--- config.mk ---
export PLATFORM = sky130hd
export DESIGN_NAME = windowed_sample_statistics_core
export DESIGN_NICKNAME = d
export VERILOG_FILES = /design/src/rtl/wss_pkg.sv /design/src/rtl/wss_datapath.sv /design/src/rtl/wss_ctrl.sv /design/src/rtl/windowed_sample_statistics_core.sv
export SDC_FILE = /design/constraint.sdc
export NUM_CORES = 1
export LEC_CHECK = 0
export BUFFER_PORTS_ARGS = -buffer_cell sky130_fd_sc_hd__buf_2
export CAP_MARGIN = 10
export CORE_AREA = 8 8 224 226
export CTS_CLUSTER_DIAMETER = 30
export DETAILED_ROUTE_END_ITERATION = 8
export DIE_AREA = 0 0 232 234
export PLACE_DENSITY = 0.77
export REMOVE_ABC_BUFFERS = 1
export SYNTH_ARGS = -nofsm -noshare
export SYNTH_HDL_FRONTEND = slang
export SYNTH_HIERARCHICAL = 1
export SYNTH_SLANG_ARGS = --single-unit
--- constraint.sdc ---
create_clock -name clk_i -period 13.1 [get_ports clk_i]
set_clock_uncertainty 0.1 [all_clocks]
set_input_delay 1.965 -clock clk_i [delete_from_list [all_inputs] [get_ports clk_i]]
set_output_delay 1.965 -clock clk_i [all_outputs]
set_load 0.1 [all_outputs]
--- src/rtl/wss_pkg.sv ---
// ----------------------------------------------------------------------------
// wss_pkg
// Shared widths, reset values, register indexes and the command and status
// structs that pass between the windowed statistics controller and datapath.
// ----------------------------------------------------------------------------
package wss_pkg;

  localparam int unsigned SAMPLE_BITS     = 12;
  localparam int unsigned COUNT_BITS      = 16;
  localparam int unsigned EFF_BITS        = COUNT_BITS + 1;
  localparam int unsigned MEAN_SUM_BITS   = SAMPLE_BITS + COUNT_BITS;
  localparam int unsigned SQUARE_SUM_BITS = 2 * SAMPLE_BITS + COUNT_BITS;
  localparam int unsigned MSQ_BITS        = 2 * SAMPLE_BITS;
  localparam int unsigned DIV_STEPS       = SQUARE_SUM_BITS;
  localparam int unsigned SQRT_STEPS      = SAMPLE_BITS;
  localparam int unsigned STEP_BITS       = $clog2(DIV_STEPS);

  localparam logic [COUNT_BITS-1:0] WINDOW_RESET = COUNT_BITS'(36764);
  localparam logic [COUNT_BITS-1:0] MEAN_RESET   = COUNT_BITS'(1838);

  localparam int unsigned CFG_IDX_BITS = 1;
  localparam logic [CFG_IDX_BITS-1:0] REG_WINDOW_COUNT = 1'b0;
  localparam logic [CFG_IDX_BITS-1:0] REG_MEAN_COUNT   = 1'b1;

  typedef struct packed {
    logic accept;
    logic close;
    logic div_step;
    logic mean_fix;
    logic sqrt_set;
    logic sqrt_step;
    logic publish;
  } wss_cmd_t;

  typedef struct packed {
    logic close;
  } wss_status_t;

endpackage

--- src/rtl/wss_datapath.sv ---
// ----------------------------------------------------------------------------
// wss_datapath
// Configuration registers, window accumulators, shared restoring divider,
// bit-pair square root and the output register.
// ----------------------------------------------------------------------------
module wss_datapath
  import wss_pkg::*;
(
  input  logic                    clk_i,
  input  logic                    rst_ni,
  input  logic                    cfg_we_i,
  input  logic [CFG_IDX_BITS-1:0] cfg_index_i,
  input  logic [COUNT_BITS-1:0]   cfg_data_i,
  input  logic [SAMPLE_BITS-1:0]  sample_i,
  input  wss_cmd_t                cmd_i,
  output wss_status_t             status_o,
  output logic [SAMPLE_BITS-1:0]  max_value_o,
  output logic [SAMPLE_BITS-1:0]  min_value_o,
  output logic [SAMPLE_BITS-1:0]  peak_to_peak_o,
  output logic [SAMPLE_BITS-1:0]  mean_value_o,
  output logic [SAMPLE_BITS-1:0]  rms_value_o
);

  logic [COUNT_BITS-1:0]      win_cfg_q, mean_cfg_q;
  logic [COUNT_BITS-1:0]      index_q;
  logic [SAMPLE_BITS-1:0]     max_q, min_q;
  logic [MEAN_SUM_BITS-1:0]   mean_sum_q;
  logic [SQUARE_SUM_BITS-1:0] square_sum_q;

  logic [SAMPLE_BITS-1:0]     snap_max_q, snap_min_q;
  logic [SQUARE_SUM_BITS-1:0] snap_sq_q;
  logic [EFF_BITS-1:0]        snap_taken_q;

  logic [SQUARE_SUM_BITS-1:0] quo_q;
  logic [EFF_BITS-1:0]        rem_q, den_q;
  logic [SAMPLE_BITS-1:0]     mean_q;

  logic [MSQ_BITS-1:0]        rad_q;
  logic [SAMPLE_BITS-1:0]     root_q;
  logic [SAMPLE_BITS:0]       srem_q;

  logic [SAMPLE_BITS-1:0]     out_max_q, out_min_q, out_p2p_q, out_mean_q, out_rms_q;

  logic [EFF_BITS-1:0]        win_eff, mc_eff, avg_n, avg_fin, taken;
  logic [SAMPLE_BITS-1:0]     max_nx, min_nx;
  logic [MEAN_SUM_BITS-1:0]   mean_nx;
  logic [MSQ_BITS-1:0]        square;
  logic [SQUARE_SUM_BITS-1:0] sq_nx;
  logic [EFF_BITS:0]          div_shift;
  logic                       div_ge;
  logic [EFF_BITS-1:0]        rem_nx;
  logic [SQUARE_SUM_BITS-1:0] quo_nx;
  logic [SAMPLE_BITS+2:0]     sq_shift, sq_trial;
  logic                       sq_ge;

  always_comb begin
    win_eff = {win_cfg_q == '0, win_cfg_q};
    mc_eff  = {mean_cfg_q == '0, mean_cfg_q};
    avg_n   = (mc_eff > win_eff) ? win_eff : mc_eff;
    taken   = {1'b0, index_q} + EFF_BITS'(1);
    avg_fin = (avg_n > taken) ? taken : avg_n;
    status_o.close = (taken >= win_eff);

    max_nx = (sample_i > max_q) ? sample_i : max_q;
    min_nx = (sample_i < min_q) ? sample_i : min_q;
    mean_nx = ({1'b0, index_q} < avg_n) ? mean_sum_q + MEAN_SUM_BITS'(sample_i) : mean_sum_q;
    square = MSQ_BITS'(sample_i) * MSQ_BITS'(sample_i);
    sq_nx  = square_sum_q + SQUARE_SUM_BITS'(square);

    div_shift = {rem_q, quo_q[SQUARE_SUM_BITS-1]};
    div_ge    = (div_shift >= {1'b0, den_q});
    rem_nx    = div_ge ? EFF_BITS'(div_shift - {1'b0, den_q}) : div_shift[EFF_BITS-1:0];
    quo_nx    = {quo_q[SQUARE_SUM_BITS-2:0], div_ge};

    sq_shift = {srem_q, rad_q[MSQ_BITS-1 -: 2]};
    sq_trial = {1'b0, root_q, 2'b01};
    sq_ge    = (sq_shift >= sq_trial);
  end

  // configuration
  always_ff @(posedge clk_i or negedge rst_ni) begin
    if (!rst_ni) begin
      win_cfg_q  <= WINDOW_RESET;
      mean_cfg_q <= MEAN_RESET;
    end else if (cfg_we_i) begin
      case (cfg_index_i)
        REG_WINDOW_COUNT: win_cfg_q  <= cfg_data_i;
        REG_MEAN_COUNT:   mean_cfg_q <= cfg_data_i;
        default: ;
      endcase
    end
  end

  // window accumulators
  always_ff @(posedge clk_i or negedge rst_ni) begin
    if (!rst_ni) begin
      index_q      <= '0;
      max_q        <= '0;
      min_q        <= '1;
      mean_sum_q   <= '0;
      square_sum_q <= '0;
    end else if (cmd_i.accept) begin
      if (cmd_i.close) begin
        index_q      <= '0;
        max_q        <= '0;
        min_q        <= '1;
        mean_sum_q   <= '0;
        square_sum_q <= '0;
      end else begin
        index_q      <= taken[COUNT_BITS-1:0];
        max_q        <= max_nx;
        min_q        <= min_nx;
        mean_sum_q   <= mean_nx;
        square_sum_q <= sq_nx;
      end
    end
  end

  // end-of-window arithmetic
  always_ff @(posedge clk_i) begin
    if (cmd_i.close) begin
      snap_max_q   <= max_nx;
      snap_min_q   <= min_nx;
      snap_sq_q    <= sq_nx;
      snap_taken_q <= taken;
      quo_q        <= SQUARE_SUM_BITS'(mean_nx);
      rem_q        <= '0;
      den_q        <= avg_fin;
    end else if (cmd_i.div_step) begin
      quo_q <= quo_nx;
      rem_q <= rem_nx;
    end else if (cmd_i.mean_fix) begin
      mean_q <= (quo_q > SQUARE_SUM_BITS'({SAMPLE_BITS{1'b1}})) ? '1 : quo_q[SAMPLE_BITS-1:0];
      quo_q  <= snap_sq_q;
      rem_q  <= '0;
      den_q  <= snap_taken_q;
    end

    if (cmd_i.sqrt_set) begin
      rad_q  <= quo_q[MSQ_BITS-1:0];
      root_q <= '0;
      srem_q <= '0;
    end else if (cmd_i.sqrt_step) begin
      rad_q  <= {rad_q[MSQ_BITS-3:0], 2'b00};
      root_q <= {root_q[SAMPLE_BITS-2:0], sq_ge};
      srem_q <= sq_ge ? (SAMPLE_BITS+1)'(sq_shift - sq_trial) : sq_shift[SAMPLE_BITS:0];
    end

    if (cmd_i.publish) begin
      out_max_q  <= snap_max_q;
      out_min_q  <= snap_min_q;
      out_p2p_q  <= snap_max_q - snap_min_q;
      out_mean_q <= mean_q;
      out_rms_q  <= root_q;
    end
  end

  assign max_value_o    = out_max_q;
  assign min_value_o    = out_min_q;
  assign peak_to_peak_o = out_p2p_q;
  assign mean_value_o   = out_mean_q;
  assign rms_value_o    = out_rms_q;

endmodule

--- src/rtl/wss_ctrl.sv ---
// ----------------------------------------------------------------------------
// wss_ctrl
// Sequencer for the windowed statistics block: sample acceptance, the two
// divisions, the square root and the output register handshake.
// ----------------------------------------------------------------------------
module wss_ctrl
  import wss_pkg::*;
(
  input  logic        clk_i,
  input  logic        rst_ni,
  input  logic        in_valid_i,
  output logic        in_stall_o,
  output logic        out_valid_o,
  input  logic        out_stall_i,
  input  wss_status_t status_i,
  output wss_cmd_t    cmd_o
);

  localparam logic [2:0] ST_IDLE     = 3'd0;
  localparam logic [2:0] ST_DIV_MEAN = 3'd1;
  localparam logic [2:0] ST_MEAN_FIX = 3'd2;
  localparam logic [2:0] ST_DIV_MSQ  = 3'd3;
  localparam logic [2:0] ST_SQRT_SET = 3'd4;
  localparam logic [2:0] ST_SQRT     = 3'd5;
  localparam logic [2:0] ST_PUBLISH  = 3'd6;

  logic [2:0]           state_q, state_d;
  logic [STEP_BITS-1:0] cnt_q, cnt_d;
  logic                 out_full_q, out_full_d;
  logic                 out_free;

  assign in_stall_o  = (state_q != ST_IDLE);
  assign out_valid_o = out_full_q;
  assign out_free    = !out_full_q || !out_stall_i;

  always_comb begin
    state_d = state_q;
    cnt_d   = cnt_q;
    cmd_o   = '0;
    case (state_q)
      ST_IDLE: begin
        cmd_o.accept = in_valid_i;
        cmd_o.close  = in_valid_i && status_i.close;
        if (cmd_o.close) begin
          state_d = ST_DIV_MEAN;
          cnt_d   = '0;
        end
      end
      ST_DIV_MEAN, ST_DIV_MSQ: begin
        cmd_o.div_step = 1'b1;
        cnt_d = cnt_q + STEP_BITS'(1);
        if (cnt_q == STEP_BITS'(DIV_STEPS - 1)) begin
          cnt_d   = '0;
          state_d = (state_q == ST_DIV_MEAN) ? ST_MEAN_FIX : ST_SQRT_SET;
        end
      end
      ST_MEAN_FIX: begin
        cmd_o.mean_fix = 1'b1;
        state_d = ST_DIV_MSQ;
      end
      ST_SQRT_SET: begin
        cmd_o.sqrt_set = 1'b1;
        state_d = ST_SQRT;
      end
      ST_SQRT: begin
        cmd_o.sqrt_step = 1'b1;
        cnt_d = cnt_q + STEP_BITS'(1);
        if (cnt_q == STEP_BITS'(SQRT_STEPS - 1)) begin
          cnt_d   = '0;
          state_d = ST_PUBLISH;
        end
      end
      ST_PUBLISH: begin
        if (out_free) begin
          cmd_o.publish = 1'b1;
          state_d = ST_IDLE;
        end
      end
      default: begin
        state_d = ST_IDLE;
      end
    endcase
  end

  always_comb begin
    if (cmd_o.publish) begin
      out_full_d = 1'b1;
    end else if (!out_stall_i) begin
      out_full_d = 1'b0;
    end else begin
      out_full_d = out_full_q;
    end
  end

  always_ff @(posedge clk_i or negedge rst_ni) begin
    if (!rst_ni) begin
      state_q    <= ST_IDLE;
      cnt_q      <= '0;
      out_full_q <= 1'b0;
    end else begin
      state_q    <= state_d;
      cnt_q      <= cnt_d;
      out_full_q <= out_full_d;
    end
  end

endmodule

--- src/rtl/windowed_sample_statistics_core.sv ---
// ----------------------------------------------------------------------------
// windowed_sample_statistics_core
// Max, min, peak-to-peak, mean and rms over a window of converter samples.
//
// Samples enter on in_valid_i / in_stall_o, one transaction per sample; results
// leave on out_valid_o / out_stall_i, one transaction per completed window.
// cfg_we_i writes window_count (index 0) or mean_count (index 1); the user is
// to write them only while idle, and the block itself does not enforce this;
// a count of zero stands for 65536. A sample that does not close the window
// is taken at once, so the input runs at one sample per clock while in_stall_o
// is low. The sample that closes the window starts the end-of-window
// arithmetic: a 40-step restoring division for the mean, a 40-step division
// for the mean square and a 12-step square root, all in one shared sequencer;
// in_stall_o then stays high until out_valid_o shows the result.
// The result sits in an output register; if the receiver stalls, it holds and
// the next window is taken in meanwhile, but a further result waits for the
// register to empty before the input opens again.
// Reset restores the default counts, empties the window and the output.
// ----------------------------------------------------------------------------
module windowed_sample_statistics_core
  import wss_pkg::*;
(
  input  logic                    clk_i,
  input  logic                    rst_ni,
  input  logic                    cfg_we_i,
  input  logic [CFG_IDX_BITS-1:0] cfg_index_i,
  input  logic [COUNT_BITS-1:0]   cfg_data_i,
  input  logic                    in_valid_i,
  output logic                    in_stall_o,
  input  logic [SAMPLE_BITS-1:0]  sample_i,
  output logic                    out_valid_o,
  input  logic                    out_stall_i,
  output logic [SAMPLE_BITS-1:0]  max_value_o,
  output logic [SAMPLE_BITS-1:0]  min_value_o,
  output logic [SAMPLE_BITS-1:0]  peak_to_peak_o,
  output logic [SAMPLE_BITS-1:0]  mean_value_o,
  output logic [SAMPLE_BITS-1:0]  rms_value_o
);

  wss_cmd_t    cmd;
  wss_status_t status;

  wss_ctrl u_ctrl (
    .clk_i       (clk_i),
    .rst_ni      (rst_ni),
    .in_valid_i  (in_valid_i),
    .in_stall_o  (in_stall_o),
    .out_valid_o (out_valid_o),
    .out_stall_i (out_stall_i),
    .status_i    (status),
    .cmd_o       (cmd)
  );

  wss_datapath u_datapath (
    .clk_i          (clk_i),
    .rst_ni         (rst_ni),
    .cfg_we_i       (cfg_we_i),
    .cfg_index_i    (cfg_index_i),
    .cfg_data_i     (cfg_data_i),
    .sample_i       (sample_i),
    .cmd_i          (cmd),
    .status_o       (status),
    .max_value_o    (max_value_o),
    .min_value_o    (min_value_o),
    .peak_to_peak_o (peak_to_peak_o),
    .mean_value_o   (mean_value_o),
    .rms_value_o    (rms_value_o)
  );

endmodule

==> flow_metrics.py <==
metrics = {
    "timing": {
        "layout_min_cycle_time_ps": 7870,
        "slew-limit-headroom": 0.215,
        "final_hold_viol_count": 0,
        "setup_viol": 0,
        "drv_slew": 0,
        "hold_slack_ps": 318,
        "tns_ps": 0,
        "fmax_ghz": 0.127,
        "rsz0062_at_grt": "no",
        "period_share": 0.601,
        "tightest_slew_ps": 1170,
        "final_critical_path_setup_slack_ps": 5230,
    },
    "synthesis": {
        "synthArstFlopShare": 0.352,
        "synthSimpleGateAreaFrac": 0.114,
        "yosysWarnings": 6,
        "yosysUniqueCellTypes": 81,
        "yosysSeqAreaShare": 0.417,
        "synth_compound_area_frac": 0.136,
        "synthCells": 2655,
        "synth_mux_area_frac": 0.0618,
        "synth_xor_area_frac": 0.0349,
        "synth_ff_type": "edfxtp_1",
        "synthAdderAreaFrac": 0.171,
        "synth_top_family_by_area": "adder cells",
        "synth_area_um2": 27600,
        "synth_area_per_cell_um2": 10.4,
        "synth_enable_flop_cells": 222,
        "ys_seq_elements": 426,
    },
    "detailed_routing": {
        "firstDrtPassIters": 7,
        "vias_per_cell": 5.94,
        "drt_iter0_drc": 1521,
        "drc": 0,
        "postRouteAntennaNets": 0,
        "routedWlPerCell_um": 19.4,
        "drt-total-wl_um": 66700,
        "dr_total_vias": 20453,
    },
    "setup_path": {
        "required_ps": 13370,
        "crit_chain": "buf_2 -> and2_1 -> fa_1 -> fa_1 -> inv_1 -> fa_1 -> fa_1 -> fa_1 -> inv_1 -> ha_1 -> a21o_1 -> a21o_1 -> a221o_1 -> a221o_1 -> o31a_1 -> o21ai_1 -> nor2_1 -> xnor2_1",
        "path_common_cell": "fa_1",
        "r2r_end": "u_datapath/mean_q[5]",
        "slowest_delay_ps": 580,
        "r2r-start": "u_datapath/index_q[0]",
        "crit_type": "in -> reg",
        "slowest_stage": "o21ai_1",
        "r2r_cells": 18,
        "start_kind": "input port",
        "r2r_slack_ps": 6790,
        "arrival_ps": 8130,
        "crit_fanout": 17,
        "timing.critical_path.to_type": "flop",
        "crit_buf_inv": 3,
        "critical-path-top-delay-family": "adder cells",
    },
    "cts": {
        "tritoncts": "built",
        "htreeDepth": 3,
        "cts_made_buffers": 92,
        "clk_latency_ps": 640,
        "post_cts_resized": 0,
        "cts_root_buf": "clkbuf_16",
        "clkSinkCount": 426,
        "hold_buffers": 0,
        "clockBufferDepth": 3,
        "cts.clk_slew.worst_paths_ps": 50,
        "postCtsSetupRepairBufs": 0,
    },
    "power_and_ir_drop": {
        "finalPower_mw": 6.51,
        "leakagePower_nw": 14.1,
        "peakVddDrop_mv": 0.363,
        "p_per_area_nw_per_um2": 204,
    },
    "cells_and_area": {
        "final_nets": 3098,
        "fin_util": 0.681,
        "final_cells": 3443,
        "synthToLayoutAreaGrowth_pct": 15.3,
        "drive_above_1_share": 0.146,
        "n_antenna_cell": 0,
        "design_area_um2": 31900,
        "fillers": 3467,
    },
    "placed_design": {
        "dpl_cell_area_um2": 28600,
        "numPortBuffers": 95,
        "place_hpwl_um": 45600,
        "place_inst": 3269,
        "routabilityCongestion": 0.908,
        "place_ws_ps": 4660,
    },
    "die": {
        "start_util": 0.590,
        "io_pins": 96,
        "placeableCoreArea_um2": 46800,
        "die_y_um": 234,
        "rows": 80,
        "chipWidth_um": 232,
        "die_area_um2": 54300,
    },
    "global_route": {
        "grt_pass1_wl_um": 108000,
        "grt_pass1_vias": 20695,
        "track_usage": 0.245,
        "antenna_found_initial": 1,
        "grt_max_degree": 190,
        "grt_overflow": 0,
    },
    "hold_path": {
        "hp-class": "reg -> reg",
        "hp-start": "u_datapath/mean_q[1]",
        "hold_end": "u_datapath/mean_value_o[1]",
        "hold_path_depth": 0,
    },
    "job": {
        "drv_cap": 0,
    },
    "status": {
        "run_status": "finished, final reports clean",
    },
}
## layer usage
layer / wire (µm) / GRT usage
met2: 31200 / 0.394
met3: 4990 / 0.0485
met5: 13 / 0
met4: 1440 / 0.0820
met1: 29100 / 0.331
## how the worst max path moves through the flow
stage          slack, ps             startpoint  cells past startpoint                           to
2_1_floorplan      -2360  u_datapath/index_q[0]                     20  u_datapath/square_sum_q[29]
6_report            5230            sample_i[9]                     18     u_datapath/snap_sq_q[39]
4_1_cts             5310            sample_i[9]                     18     u_datapath/snap_sq_q[39]
5_1_grt             4970           sample_i[10]                     18     u_datapath/snap_sq_q[39]
3_5_place_dp        4660           sample_i[10]                     18     u_datapath/snap_sq_q[39]
3_3_place_gp        4770           sample_i[10]                     18     u_datapath/snap_sq_q[39]
## cell families after synthesis
| kind of cell | count (synthesis) |
|---|---|
| adder cells (fa/ha/maj) | 316 |
| AO/OA/AOI/OAI | 544 |
| buffers and inverters | 467 |
| multiplexers | 162 |
| XOR/XNOR | 110 |
| AND/OR/NAND/NOR | 630 |
| flip-flops | 426 |
## Yosys cell counts, types with 28 or more instances
cell type | instances | share of area
fa_1 | 104 | 0.075
inv_1 | 354 | 0.048
ha_1 | 212 | 0.096
a211oi_1 | 51 | 0.014
dfrtp_1 | 122 | 0.11
mux2_2 | 66 | 0.027
o21ai_0 | 107 | 0.019
a21oi_1 | 105 | 0.019
dfxtp_1 | 54 | 0.039
xnor2_1 | 75 | 0.024
nand3_1 | 54 | 0.0098
and2_1 | 48 | 0.011
clkbuf_1 | 91 | 0.012
nand2_1 | 185 | 0.025
o2bb2ai_1 | 29 | 0.0092
dfstp_2 | 28 | 0.027
a21o_1 | 45 | 0.012
mux2i_1 | 95 | 0.034
nor2b_1 | 59 | 0.013
nor2_1 | 124 | 0.017
edfxtp_1 | 222 | 0.24
xor2_1 | 35 | 0.011
## report_power, final
part | switching, mW | leakage (nW) | internal, mW | total, mW
Sequential | 0.0320 | 4.24 | 1.56 | 1.60
Clock | 0.801 | 1.57 | 1.60 | 2.40
Combinational | 1.56 | 8.28 | 0.954 | 2.51
Total | 2.39 | 14.1 | 4.12 | 6.51
## state kept, by name (all words and copies together) (netlist names), 13 cells and up
name / cells
u_datapath/rad_q: 24
u_datapath/snap_taken_q: 17
u_datapath/mean_cfg_q: 16
u_datapath/quo_q: 40
u_datapath/index_q: 16
u_datapath/den_q: 17
u_datapath/square_sum_q: 40
u_datapath/mean_sum_q: 28
u_datapath/srem_q: 13
u_datapath/win_cfg_q: 16
u_datapath/rem_q: 17
u_datapath/snap_sq_q: 40
## cell usage in the layout (no fill, tap or decap), drive strengths merged, types with 18 or more instances in the layout
| cell | n |
|---|---|
| fa | 104 |
| dfstp | 28 |
| clkbuf | 104 |
| a211oi | 60 |
| and2 | 49 |
| o2bb2ai | 29 |
| a21oi | 105 |
| clkinv | 36 |
| mux2 | 67 |
| a22o | 25 |
| o21ai | 114 |
| nand4 | 23 |
| nor2 | 124 |
| buf | 112 |
| o21a | 24 |
| dfxtp | 54 |
| nor3 | 21 |
| nor2b | 59 |
| a31oi | 25 |
| nand2 | 187 |
| mux2i | 95 |
| inv | 363 |
| xnor2 | 75 |
| a21o | 45 |
| dfrtp | 122 |
| nor4 | 18 |
| or3 | 21 |
| and3 | 25 |
| edfxtp | 222 |
| ha | 212 |
| xor2 | 35 |
| nand3 | 54 |
## final cells by class
class,instances,area [µm²],area share
multi-input combinational,1762,14300,0.450
sequential,426,11500,0.362
clock buffer,104,2420,0.0759
inverter,354,1330,0.0417
clock inverter,70,863,0.0271
tap,615,769,0.0241
timing repair buffer,112,622,0.0195
Note: power is estimated with default switching activity, not from simulation.
